## src/rtl/ffc_pkg.sv

```systemverilog
// Shared constants, rounding-mode codes and stage payload types for the
// fixed-point to packed-float converter. No dependencies.
package ffc_pkg;

    // Word geometry.
    localparam int FIX_W      = 32;
    localparam int FLOAT_W    = 17;
    localparam int MAN_W      = 8;
    localparam int EXPW       = FLOAT_W - MAN_W - 1;
    localparam int LEADW      = (FIX_W > 1) ? $clog2(FIX_W) : 1;
    localparam int ALIGN_W    = FIX_W + MAN_W;

    // Port widths (fields padded to whole bytes).
    localparam int S_TDATA_W = 32;
    localparam int M_TDATA_W = ((FLOAT_W + 7) / 8) * 8;

    // Rounding-mode register codes.
    typedef enum logic [2:0] {
        RND_TRUNC      = 3'd0,
        RND_TRUNC_ZERO = 3'd1,
        RND_PLUS_INF   = 3'd2,
        RND_MINUS_INF  = 3'd3,
        RND_INF        = 3'd4,
        RND_ZERO       = 3'd5,
        RND_EVEN       = 3'd6,
        RND_ODD        = 3'd7
    } rnd_mode_t;

    // Stage 1 result: sign and magnitude.
    typedef struct packed {
        logic             sign;
        logic             zero;
        logic [FIX_W-1:0] mag;
    } st1_t;

    // Stage 2 result: magnitude with its leading-one index.
    typedef struct packed {
        logic             sign;
        logic             zero;
        logic [FIX_W-1:0] mag;
        logic [EXPW-1:0]  expo;
    } st2_t;

    // Stage 3 result: aligned mantissa and rounding bits.
    typedef struct packed {
        logic             sign;
        logic             zero;
        logic [EXPW-1:0]  expo;
        logic [MAN_W-1:0] man;
        logic             ulp;
        logic             guard;
        logic             sticky;
    } st3_t;

endpackage

```

## src/rtl/ffc_negate.sv

```systemverilog
// Pipeline stage 1: takes the two's complement word apart into sign and
// magnitude and flags a zero word. Depends on ffc_pkg.
module ffc_negate (
    input  logic                       aclk,
    input  logic                       aresetn,
    input  logic                       in_valid,
    output logic                       in_ready,
    input  logic [ffc_pkg::FIX_W-1:0]  in_raw,
    output logic                       out_valid,
    input  logic                       out_ready,
    output ffc_pkg::st1_t              out_data
);

    logic          valid_reg;
    logic          valid_next;
    ffc_pkg::st1_t data_reg;
    ffc_pkg::st1_t data_next;
    logic          load;

    assign in_ready = !valid_reg || out_ready;
    assign load     = in_valid && in_ready;

    always_comb begin
        data_next.sign = in_raw[ffc_pkg::FIX_W-1];
        data_next.zero = (in_raw == '0);
        // The most negative word wraps to its own pattern, read as unsigned.
        data_next.mag  = in_raw[ffc_pkg::FIX_W-1] ? (~in_raw + 1'b1) : in_raw;
        valid_next     = in_ready ? in_valid : valid_reg;
    end

    always_ff @(posedge aclk) begin
        if (!aresetn) begin
            valid_reg <= 1'b0;
        end else begin
            valid_reg <= valid_next;
        end
    end

    always_ff @(posedge aclk) begin
        if (load) begin
            data_reg <= data_next;
        end
    end

    assign out_valid = valid_reg;
    assign out_data  = data_reg;

endmodule

```

## src/rtl/ffc_lzd.sv

```systemverilog
// Pipeline stage 2: leading-one detection over the magnitude, giving the
// unbiased exponent. Depends on ffc_pkg.
module ffc_lzd (
    input  logic          aclk,
    input  logic          aresetn,
    input  logic          in_valid,
    output logic          in_ready,
    input  ffc_pkg::st1_t in_data,
    output logic          out_valid,
    input  logic          out_ready,
    output ffc_pkg::st2_t out_data
);

    logic                       valid_reg;
    logic                       valid_next;
    ffc_pkg::st2_t              data_reg;
    ffc_pkg::st2_t              data_next;
    logic [ffc_pkg::LEADW-1:0]  lead;
    logic                       load;

    assign in_ready = !valid_reg || out_ready;
    assign load     = in_valid && in_ready;

    // Priority encoder: the highest set bit wins.
    always_comb begin
        lead = '0;
        for (int i = 0; i < ffc_pkg::FIX_W; i++) begin
            if (in_data.mag[i]) begin
                lead = ffc_pkg::LEADW'(i);
            end
        end
    end

    always_comb begin
        data_next.sign = in_data.sign;
        data_next.zero = in_data.zero;
        data_next.mag  = in_data.mag;
        data_next.expo = ffc_pkg::EXPW'(lead);
        valid_next     = in_ready ? in_valid : valid_reg;
    end

    always_ff @(posedge aclk) begin
        if (!aresetn) begin
            valid_reg <= 1'b0;
        end else begin
            valid_reg <= valid_next;
        end
    end

    always_ff @(posedge aclk) begin
        if (load) begin
            data_reg <= data_next;
        end
    end

    assign out_valid = valid_reg;
    assign out_data  = data_reg;

endmodule

```

## src/rtl/ffc_align.sv

```systemverilog
// Pipeline stage 3: barrel shift of the magnitude into the mantissa field,
// with ulp, guard and sticky bits for large exponents. Depends on ffc_pkg.
module ffc_align (
    input  logic          aclk,
    input  logic          aresetn,
    input  logic          in_valid,
    output logic          in_ready,
    input  ffc_pkg::st2_t in_data,
    output logic          out_valid,
    input  logic          out_ready,
    output ffc_pkg::st3_t out_data
);

    logic                         valid_reg;
    logic                         valid_next;
    ffc_pkg::st3_t                data_reg;
    ffc_pkg::st3_t                data_next;
    logic                         load;
    logic [ffc_pkg::ALIGN_W-1:0]  mw;
    logic [ffc_pkg::ALIGN_W-1:0]  rshifted;
    logic [ffc_pkg::ALIGN_W-1:0]  lshifted;
    logic [ffc_pkg::ALIGN_W-1:0]  gmask;
    logic [ffc_pkg::EXPW-1:0]     rsh;
    logic [ffc_pkg::EXPW-1:0]     lsh;
    logic                         big;

    assign in_ready = !valid_reg || out_ready;
    assign load     = in_valid && in_ready;

    always_comb begin
        mw       = ffc_pkg::ALIGN_W'(in_data.mag);
        big      = (in_data.expo >= ffc_pkg::EXPW'(ffc_pkg::MAN_W));
        rsh      = in_data.expo - ffc_pkg::EXPW'(ffc_pkg::MAN_W);
        lsh      = ffc_pkg::EXPW'(ffc_pkg::MAN_W) - in_data.expo;
        rshifted = mw >> rsh;
        lshifted = mw << lsh;
        gmask    = (rsh != '0) ? (ffc_pkg::ALIGN_W'(1) << (rsh - 1'b1)) : '0;

        data_next.sign = in_data.sign;
        data_next.zero = in_data.zero;
        data_next.expo = in_data.expo;
        if (big) begin
            data_next.man    = rshifted[ffc_pkg::MAN_W-1:0];
            data_next.ulp    = rshifted[0];
            data_next.guard  = |(mw & gmask);
            data_next.sticky = (rsh != '0) && (|(mw & (gmask - ffc_pkg::ALIGN_W'(1))));
        end else begin
            // Exact left alignment; nothing is dropped, so no rounding.
            data_next.man    = lshifted[ffc_pkg::MAN_W-1:0];
            data_next.ulp    = 1'b0;
            data_next.guard  = 1'b0;
            data_next.sticky = 1'b0;
        end
        valid_next = in_ready ? in_valid : valid_reg;
    end

    always_ff @(posedge aclk) begin
        if (!aresetn) begin
            valid_reg <= 1'b0;
        end else begin
            valid_reg <= valid_next;
        end
    end

    always_ff @(posedge aclk) begin
        if (load) begin
            data_reg <= data_next;
        end
    end

    assign out_valid = valid_reg;
    assign out_data  = data_reg;

endmodule

```

## src/rtl/ffc_round.sv

```systemverilog
// Pipeline stage 4: rounding increment, exponent carry and packing into the
// output register. Depends on ffc_pkg.
module ffc_round (
    input  logic                         aclk,
    input  logic                         aresetn,
    input  ffc_pkg::rnd_mode_t           rnd_mode,
    input  logic                         in_valid,
    output logic                         in_ready,
    input  ffc_pkg::st3_t                in_data,
    output logic                         out_valid,
    input  logic                         out_ready,
    output logic [ffc_pkg::FLOAT_W-1:0]  out_word
);

    logic                         valid_reg;
    logic                         valid_next;
    logic [ffc_pkg::FLOAT_W-1:0]  word_reg;
    logic [ffc_pkg::FLOAT_W-1:0]  word_next;
    logic                         load;
    logic                         inc;
    logic [ffc_pkg::MAN_W:0]      man_sum;
    logic [ffc_pkg::EXPW-1:0]     expo_rnd;

    function automatic logic round_inc(ffc_pkg::rnd_mode_t mode, logic s, logic u,
                                       logic g, logic r);
        logic res;
        case (mode)
            ffc_pkg::RND_TRUNC:      res = 1'b0;
            ffc_pkg::RND_TRUNC_ZERO: res = s & (g | r);
            ffc_pkg::RND_PLUS_INF:   res = g;
            ffc_pkg::RND_MINUS_INF:  res = g & r;
            ffc_pkg::RND_INF:        res = g & (!s | r);
            ffc_pkg::RND_ZERO:       res = g & (s | r);
            ffc_pkg::RND_EVEN:       res = g & (u | r);
            ffc_pkg::RND_ODD:        res = g & (!u | r);
            default:                 res = 1'b0;
        endcase
        return res;
    endfunction

    assign in_ready = !valid_reg || out_ready;
    assign load     = in_valid && in_ready;

    always_comb begin
        inc      = round_inc(rnd_mode, in_data.sign, in_data.ulp, in_data.guard,
                             in_data.sticky);
        man_sum  = {1'b0, in_data.man} + {{ffc_pkg::MAN_W{1'b0}}, inc};
        // A mantissa carry leaves the field clear and bumps the exponent.
        expo_rnd = in_data.expo + {{(ffc_pkg::EXPW-1){1'b0}}, man_sum[ffc_pkg::MAN_W]};
        if (in_data.zero) begin
            word_next = ffc_pkg::FLOAT_W'(1) << (ffc_pkg::FLOAT_W - 2);
        end else begin
            word_next = {in_data.sign, expo_rnd, man_sum[ffc_pkg::MAN_W-1:0]};
        end
        valid_next = in_ready ? in_valid : valid_reg;
    end

    always_ff @(posedge aclk) begin
        if (!aresetn) begin
            valid_reg <= 1'b0;
        end else begin
            valid_reg <= valid_next;
        end
    end

    always_ff @(posedge aclk) begin
        if (load) begin
            word_reg <= word_next;
        end
    end

    assign out_valid = valid_reg;
    assign out_word  = word_reg;

endmodule

```

## src/rtl/fixed_to_float_converter_unit.sv

```systemverilog
// Fixed-point to packed-float converter, top level. Depends on ffc_pkg and the
// four stage modules ffc_negate, ffc_lzd, ffc_align and ffc_round.
// Throughput: one beat per cycle while m_tready is high, set by the four-stage register pipeline.
// Reset: aresetn (synchronous, active low) empties every stage and sets the
// rounding mode to round-to-nearest-even.
module fixed_to_float_converter_unit (
    input  logic                              aclk,
    input  logic                              aresetn,
    // Configuration: rounding mode, written whenever cfg_wr_en is high.
    input  logic                              cfg_wr_en,
    input  logic [2:0]                        cfg_wr_data,
    // Input stream.
    input  logic                              s_tvalid,
    output logic                              s_tready,
    input  logic [ffc_pkg::S_TDATA_W-1:0]     s_tdata,   // [31:0] fixed_value (signed)
    // Result stream.
    output logic                              m_tvalid,
    input  logic                              m_tready,
    output logic [ffc_pkg::M_TDATA_W-1:0]     m_tdata    // [16:0] float_word, rest zero
);

    // The rounding mode must be changed only while the pipeline is empty (the block
    // does not enforce this); then a single register read by the last stage suffices.
    ffc_pkg::rnd_mode_t rnd_mode_reg;

    always_ff @(posedge aclk) begin
        if (!aresetn) begin
            rnd_mode_reg <= ffc_pkg::RND_EVEN;
        end else if (cfg_wr_en) begin
            rnd_mode_reg <= ffc_pkg::rnd_mode_t'(cfg_wr_data);
        end
    end

    // Each stage holds one beat and has its own valid bit; a stage takes a new
    // beat whenever it is empty or its successor is taking its beat, so bubbles
    // close up while the output is stalled.
    logic                         v1, v2, v3;
    logic                         r2, r3, r4;
    ffc_pkg::st1_t                st1;
    ffc_pkg::st2_t                st2;
    ffc_pkg::st3_t                st3;
    logic [ffc_pkg::FLOAT_W-1:0]  float_word;

    ffc_negate u_negate (
        .aclk      (aclk),
        .aresetn   (aresetn),
        .in_valid  (s_tvalid),
        .in_ready  (s_tready),
        .in_raw    (s_tdata[ffc_pkg::FIX_W-1:0]),
        .out_valid (v1),
        .out_ready (r2),
        .out_data  (st1)
    );

    ffc_lzd u_lzd (
        .aclk      (aclk),
        .aresetn   (aresetn),
        .in_valid  (v1),
        .in_ready  (r2),
        .in_data   (st1),
        .out_valid (v2),
        .out_ready (r3),
        .out_data  (st2)
    );

    ffc_align u_align (
        .aclk      (aclk),
        .aresetn   (aresetn),
        .in_valid  (v2),
        .in_ready  (r3),
        .in_data   (st2),
        .out_valid (v3),
        .out_ready (r4),
        .out_data  (st3)
    );

    ffc_round u_round (
        .aclk      (aclk),
        .aresetn   (aresetn),
        .rnd_mode  (rnd_mode_reg),
        .in_valid  (v3),
        .in_ready  (r4),
        .in_data   (st3),
        .out_valid (m_tvalid),
        .out_ready (m_tready),
        .out_word  (float_word)
    );

    // The result word sits in the low bits; the padding up to a byte is zero.
    assign m_tdata = ffc_pkg::M_TDATA_W'(float_word);

    // A beat held in stage 3 by a stalled final stage must not change.
    a_st3_hold: assert property (@(posedge aclk) disable iff (!aresetn)
        (v3 && !r4) |=> (v3 && $stable(st3)))
        else $error("stage 3 beat changed while stalled");

    // The exponent from the leading-one detector must point at the top set bit.
    a_lead_one: assert property (@(posedge aclk) disable iff (!aresetn)
        (v2 && !st2.zero) |-> ((st2.mag >> st2.expo) == ffc_pkg::FIX_W'(1)))
        else $error("leading-one index does not match the magnitude");

    // Small exponents are aligned exactly and must carry no rounding bits.
    a_small_exact: assert property (@(posedge aclk) disable iff (!aresetn)
        (v3 && (st3.expo < ffc_pkg::EXPW'(ffc_pkg::MAN_W))) |-> (!st3.guard && !st3.sticky))
        else $error("rounding bits set for an exactly aligned mantissa");

endmodule

```

## config.mk

```make
export PLATFORM = sky130hd
export DESIGN_NAME = fixed_to_float_converter_unit
export DESIGN_NICKNAME = d
export VERILOG_FILES = /design/src/rtl/ffc_pkg.sv /design/src/rtl/ffc_negate.sv /design/src/rtl/ffc_lzd.sv /design/src/rtl/ffc_align.sv /design/src/rtl/ffc_round.sv /design/src/rtl/fixed_to_float_converter_unit.sv
export SDC_FILE = /design/constraint.sdc
export NUM_CORES = 1
export LEC_CHECK = 0
export BUFFER_PORTS_ARGS = -buffer_cell sky130_fd_sc_hd__buf_2
export CORE_ASPECT_RATIO = 0.8
export CORE_MARGIN = 4
export CORE_UTILIZATION = 45
export CTS_BUF_LIST = sky130_fd_sc_hd__clkbuf_4 sky130_fd_sc_hd__clkbuf_8
export DETAILED_ROUTE_END_ITERATION = 12
export PLACE_DENSITY = 0.71
export SYNTH_ARGS = -nofsm -noshare
export SYNTH_HDL_FRONTEND = slang
export SYNTH_HIERARCHICAL = 1
export SYNTH_SLANG_ARGS = --single-unit
```

## constraint.sdc

```tcl
create_clock -name aclk -period 9.3 [get_ports aclk]
set_input_delay 0.93 -clock aclk [delete_from_list [all_inputs] [get_ports aclk]]
set_output_delay 0.93 -clock aclk [all_outputs]
set_load 0.02 [all_outputs]
```

After elaboration in Yosys (flattened, before gate mapping). Cells that the tools add are included.

Add/subtract/negate cells: 7. Bitwise operators: 14. Shifts and indexed selects: 3. Mux-type cells: 34. Equality and inequality tests: 7. Reductions and logical operators: 24. Magnitude comparators: 1.

Operators by type and width (count): $and 32x40->40 (2); $reduce_or 40->1 (2); $mux 4 (16); $mux 40 (1); $shl 1x8->40 const A (1); $sub 40x1->40 const B (1); $add 32x1->32 const B (1); $logic_not 32->1 (1); $not 32->32 (1); $shl 32x8->8 (1); $shr 32x8->8 (1); $mux 31 (1); $mux 3 (8); $reduce_or 16->1 (1); $eq 3x3->1 const B (4); $mux 11 (1); $add 8x1->9 (1); $mux 2 (4); $pmux 1 s8 (1); $reduce_bool 8->1 (1); $reduce_or 8->1 (1); $sub 8x1->8 const B (1); $add 5x1->6 (1); $and 1x1->1 (6); 13 further kinds (31).

Bits of input ports: 40. Register bits after elaboration: 115. Logic and storage cells: 115.

Logic depth before layout (Yosys ltp).
Depth in word-level cells: 30. Gate-level depth with buffers: 18. Mapped depth without buffers: 16.

Modules after synthesis. Netlist, hierarchy kept.

By module, submodules not included: ffc_align (area an instance 3578.4 um^2, times used 1, cells each 469); ffc_negate (area an instance 1788.0 um^2, times used 1, cells each 146); ffc_lzd (area an instance 1589.0 um^2, times used 1, cells each 108); ffc_round (area an instance 977.2 um^2, times used 1, cells each 89); fixed_to_float_converter_unit (area an instance 160.2 um^2, times used 1, cells each 17).

Worst setup path before layout. Ideal clock, no wire load.

Kind: flip-flop to flip-flop. Start: reg u_lzd.data_reg, in the netlist u_lzd/out_data[1]. End: reg u_align.data_reg, in the netlist u_align/out_data[0] (data pin). Stages on the path, launching flop included: 19. Period minus slack after synthesis: 4432 ps. Data required time: 9033 ps. Data arrival time: 4165 ps. Path buffers: 3. Library setup time: 267 ps. Slack: 4868 ps. Cell sequence: edfxtp_1 > clkbuf_1 > inv_1 > buf_1 > ha_1 > clkbuf_1 > or2_2 > o21ai_0 > a22oi_1 > nor2_1 > nand2_1 > ha_1 > o31ai_2 > a221o_1 > a21oi_2 > xnor2_1 > a221o_1 > nor4b_2 > a31oi_1.

Longest elaborated chain between the ends: 8.

Ends and longest elaborated chain: start: declaration (line ffc_lzd.sv:16) `ffc_pkg::st2_t data_reg;`; start signal: assignment (line ffc_lzd.sv:52) `data_reg <= data_next;`; $sub 5x4->6 (line ffc_align.sv:33) `rsh = in_data.expo - ffc_pkg::EXPW'(ffc_pkg::MAN_W);`; $sub 8x1->8 (line ffc_align.sv:37) `gmask = (rsh != '0) ? (ffc_pkg::ALIGN_W'(1) << (rsh - 1'b1)) : '0;`; $shl 1x8->40 (line ffc_align.sv:37); $mux 40 (line ffc_align.sv:37); $sub 40x1->40 (line ffc_align.sv:46) `data_next.sticky = (rsh != '0) && (|(mw & (gmask - ffc_pkg::ALIGN_W'(1))));`; $and 32x40->40 (line ffc_align.sv:46); $reduce_or 40->1 (line ffc_align.sv:46); $logic_and 1x1->1 (line ffc_align.sv:46); end signal: assignment (line ffc_align.sv:67) `data_reg <= data_next;`; end: declaration (line ffc_align.sv:16) `ffc_pkg::st3_t data_reg;`.

Several ways; a longest one is shown, not always the timed one. A chain may end at the register's enable or synchronous reset.

Worst setup path in the final report. Ends and elaborated chain as after synthesis.

==> results.py <==
metrics = {
    "grt": {
        "grt_pass1_vias": 6258,
        "antenna_found_initial": 0,
        "grt_pass1_wl_um": 33600,
        "globalRouteTotalUtil_pct": 21.2,
        "gr-total-overflow": 0,
        "grt_max_degree": 41,
    },
    "synth": {
        "synthTopCellsByArea": "edfxtp_1 (41%), xnor2_1 (4.5%), mux2i_1 (3.8%)",
        "synth-async-reset-ratio_pct": 0,
        "synth_top_area_share_pct": 41.2,
        "synth.avg_cell_area_um2": 9.76,
        "syn_area_um2": 8090,
        "yosys_most_used_dff": "edfxtp_1",
        "synth_edf_count": 111,
        "syn_inst": 829,
        "yosysMostFrequentCell": "edfxtp_1",
        "synth_cell_types": 82,
        "netlist.top_cell.by_area": "edfxtp_1",
        "synth_seq_cells": 118,
        "yosys_warnings": 6,
        "synthTopCellsByCount": "edfxtp_1 (111), nand2_1 (81), nor2_1 (68), o21ai_0 (59), xnor2_1 (42)",
        "yosysSeqAreaShare_pct": 42.9,
    },
    "worst_hold_path": {
        "holdPathStages": 0,
        "holdCritPathClass": "reg -> reg",
    },
    "finish": {
        "fin_area_um2": 8920,
        "finalNonFillerCells": 1115,
        "layout.nets": 929,
        "fill_cells": 1622,
        "drive_above_1_share_pct": 15.5,
        "largest_reg_flops": 39,
        "area_growth_syn_to_layout_pct": 10.2,
        "diodes": 0,
    },
    "setup_path": {
        "arrival_ps": 5350,
        "path_depth": 16,
        "cp_num_buf_inv": 2,
        "cpMaxStageDelayCell": "inv_1",
        "end_kind": "register",
        "worstPathCellList": "buf_4 -> inv_1 -> ha_1 -> or2_2 -> o21ai_0 -> a22oi_1 -> nor2_1 -> nand2_1 -> ha_1 -> o31ai_2 -> a221o_1 -> a21oi_2 -> xnor2_1 -> a221o_1 -> nor4b_2 -> a31oi_1",
        "worstSetupPathType": "reg -> reg",
        "max_stage_delay_ps": 610,
        "critical_path.max_fanout": 30,
        "cp-start-kind": "register",
        "reg2regPathDepth": 16,
        "cp_top_family": "compound AO/OA/AOI/OAI gates",
        "worstPathRequired_ps": 9490,
    },
    "routing": {
        "first_pass_iters": 6,
        "ant_nets": 0,
        "num_vias": 6774,
        "viasPerCell": 6.08,
        "drtIter0Drc": 923,
        "avgRoutedWirePerCell_um": 18.7,
        "drc_errors": 0,
        "wl_um": 20900,
    },
    "sta": {
        "rsz0062_at_grt": "no",
        "max_freq_mhz": 194,
        "final.setup_skew_ps": 24.7,
        "setup_viol": 0,
        "hold_viol_final": 0,
        "finalSetupTns_ps": 0,
        "slew_headroom_pct": 31.5,
        "worstMarginPinSlew_ps": 1030,
        "period_minus_slack_ps": 5170,
        "drv_slew": 0,
        "fin_crit_sh_pct": 55.5,
        "layout_setup_ws_ps": 4130,
    },
    "clocking": {
        "cts.path.max_buffers": 2,
        "cts_setup_buffers": 0,
        "cts_buffers": 17,
        "cts_tree": "yes",
        "htreeDepth": 4,
        "path_clk_slew_ps": 90,
        "clock_latency_ps": 440,
        "post_cts_resized": 0,
        "cts-root-buf": "clkbuf_8",
        "cts-hold-fix-buffers": 0,
        "clock-sinks": 118,
    },
    "placed_design": {
        "pre_cts_ws_ps": 4270,
        "placed_cell_area_um2": 8540,
        "place_congestion": 0.958,
        "dp_cells": 1083,
        "port-buffer-count": 58,
        "hpwl_um": 15700,
    },
    "die": {
        "core-area_um2": 17500,
        "dieArea_um2": 20200,
        "die_h_um": 128,
        "num_rows": 43,
        "die_w_um": 158,
        "ios": 66,
        "start_util_pct": 46.3,
    },
    "power": {
        "vdd_drop_max_uv": 76.7,
        "p_leak_nw": 3.09,
        "powerDensity_nw_per_um2": 140,
    },
    "job": {
        "cap_violations": 0,
    },
    "outcome": {
        "status": "finished clean",
    },
}
==> final cells by class <==
type,instances,area [µm²],share of cell area (%)
flip-flops and latches,118,3470,39.0
repair buffers,67,358,4.01
multi-input cells,646,4330,48.5
inverters,27,101,1.14
well taps,225,282,3.16
clock buffers,18,241,2.71
clock inverters,14,135,1.52
==> metrics by stage <==
stage / utilization [%] / hold slack, ps / power [W]
detailed placement: 48.8 / 405 / 0.000813
CTS: 51.0 / 423 / 0.00126
global placement: 48.8 / 401 / 0.000812
finish: 51.0 / 421 / 0.00125
global route: 51.0 / 452 / 0.00131
floorplan: - / 400 / 0.000760
==> worst paths after layout <==
path                    startpoint                  end  slack, ps
min reg2reg  u_negate/out_data[33]   u_lzd/out_data[41]        420
max reg2reg      u_lzd/out_data[1]  u_align/out_data[0]       4130
max              u_lzd/out_data[1]  u_align/out_data[0]       4130
min          u_negate/out_data[33]   u_lzd/out_data[41]        420
==> worst register-to-register path: cells and delay by family, from the launching register on <==
family / cells / cell delay, ps
XOR/XNOR: 1 / 90
AO/OA/AOI/OAI: 7 / 1800
buffers and inverters: 2 / 860
AND/OR/NAND/NOR: 4 / 910
flip-flops: 1 / 370
adder cells (fa/ha/maj): 2 / 890
==> report_power, final <==
part | internal, W | switching, W
Clock | 0.000237 | 0.000209
Combinational | 0.0000639 | 0.000101
Sequential | 0.000613 | 0.0000287
Total | 0.000914 | 0.000339
==> cells by family (layout without fill, tap and decap cells) <==
group / Yosys count / count (layout) / share of synthesized area (%)
XOR/XNOR: 55 / 55 / 5.95
AND/OR/NAND/NOR: 297 / 297 / 18.6
other: 2 / 10 / 0.0928
multiplexers: 47 / 47 / 7.45
AO/OA/AOI/OAI: 225 / 225 / 19.1
flip-flops: 118 / 118 / 42.9
adder cells (fa/ha/maj): 12 / 12 / 1.86
buffers and inverters: 73 / 126 / 3.99
==> per-layer routing <==
metal  track usage (%)  vias up  wire, µm
li1                  -     3254         -
met3              5.74       35      2150
met4              5.62        0       359
met2              31.3      340      9060
met5                 0        -         0
met1              30.8     3145      9310
==> layout by cell type (no fill, tap or decap), drive strengths merged, types with 10 or more instances in the layout <==
cell type    n
a21oi       37
a31oi       10
buf         67
clkbuf      18
conb        10
edfxtp     111
ha          12
inv         26
mux2i       32
nand2       82
nand2b      17
nand3       31
nor2        68
nor2b       13
nor3        18
nor4        16
o211ai      11
o21ai       60
o31ai       15
or3         12
xnor2       42
xor2        13
No activity file was read; power rests on OpenSTA's default activity.
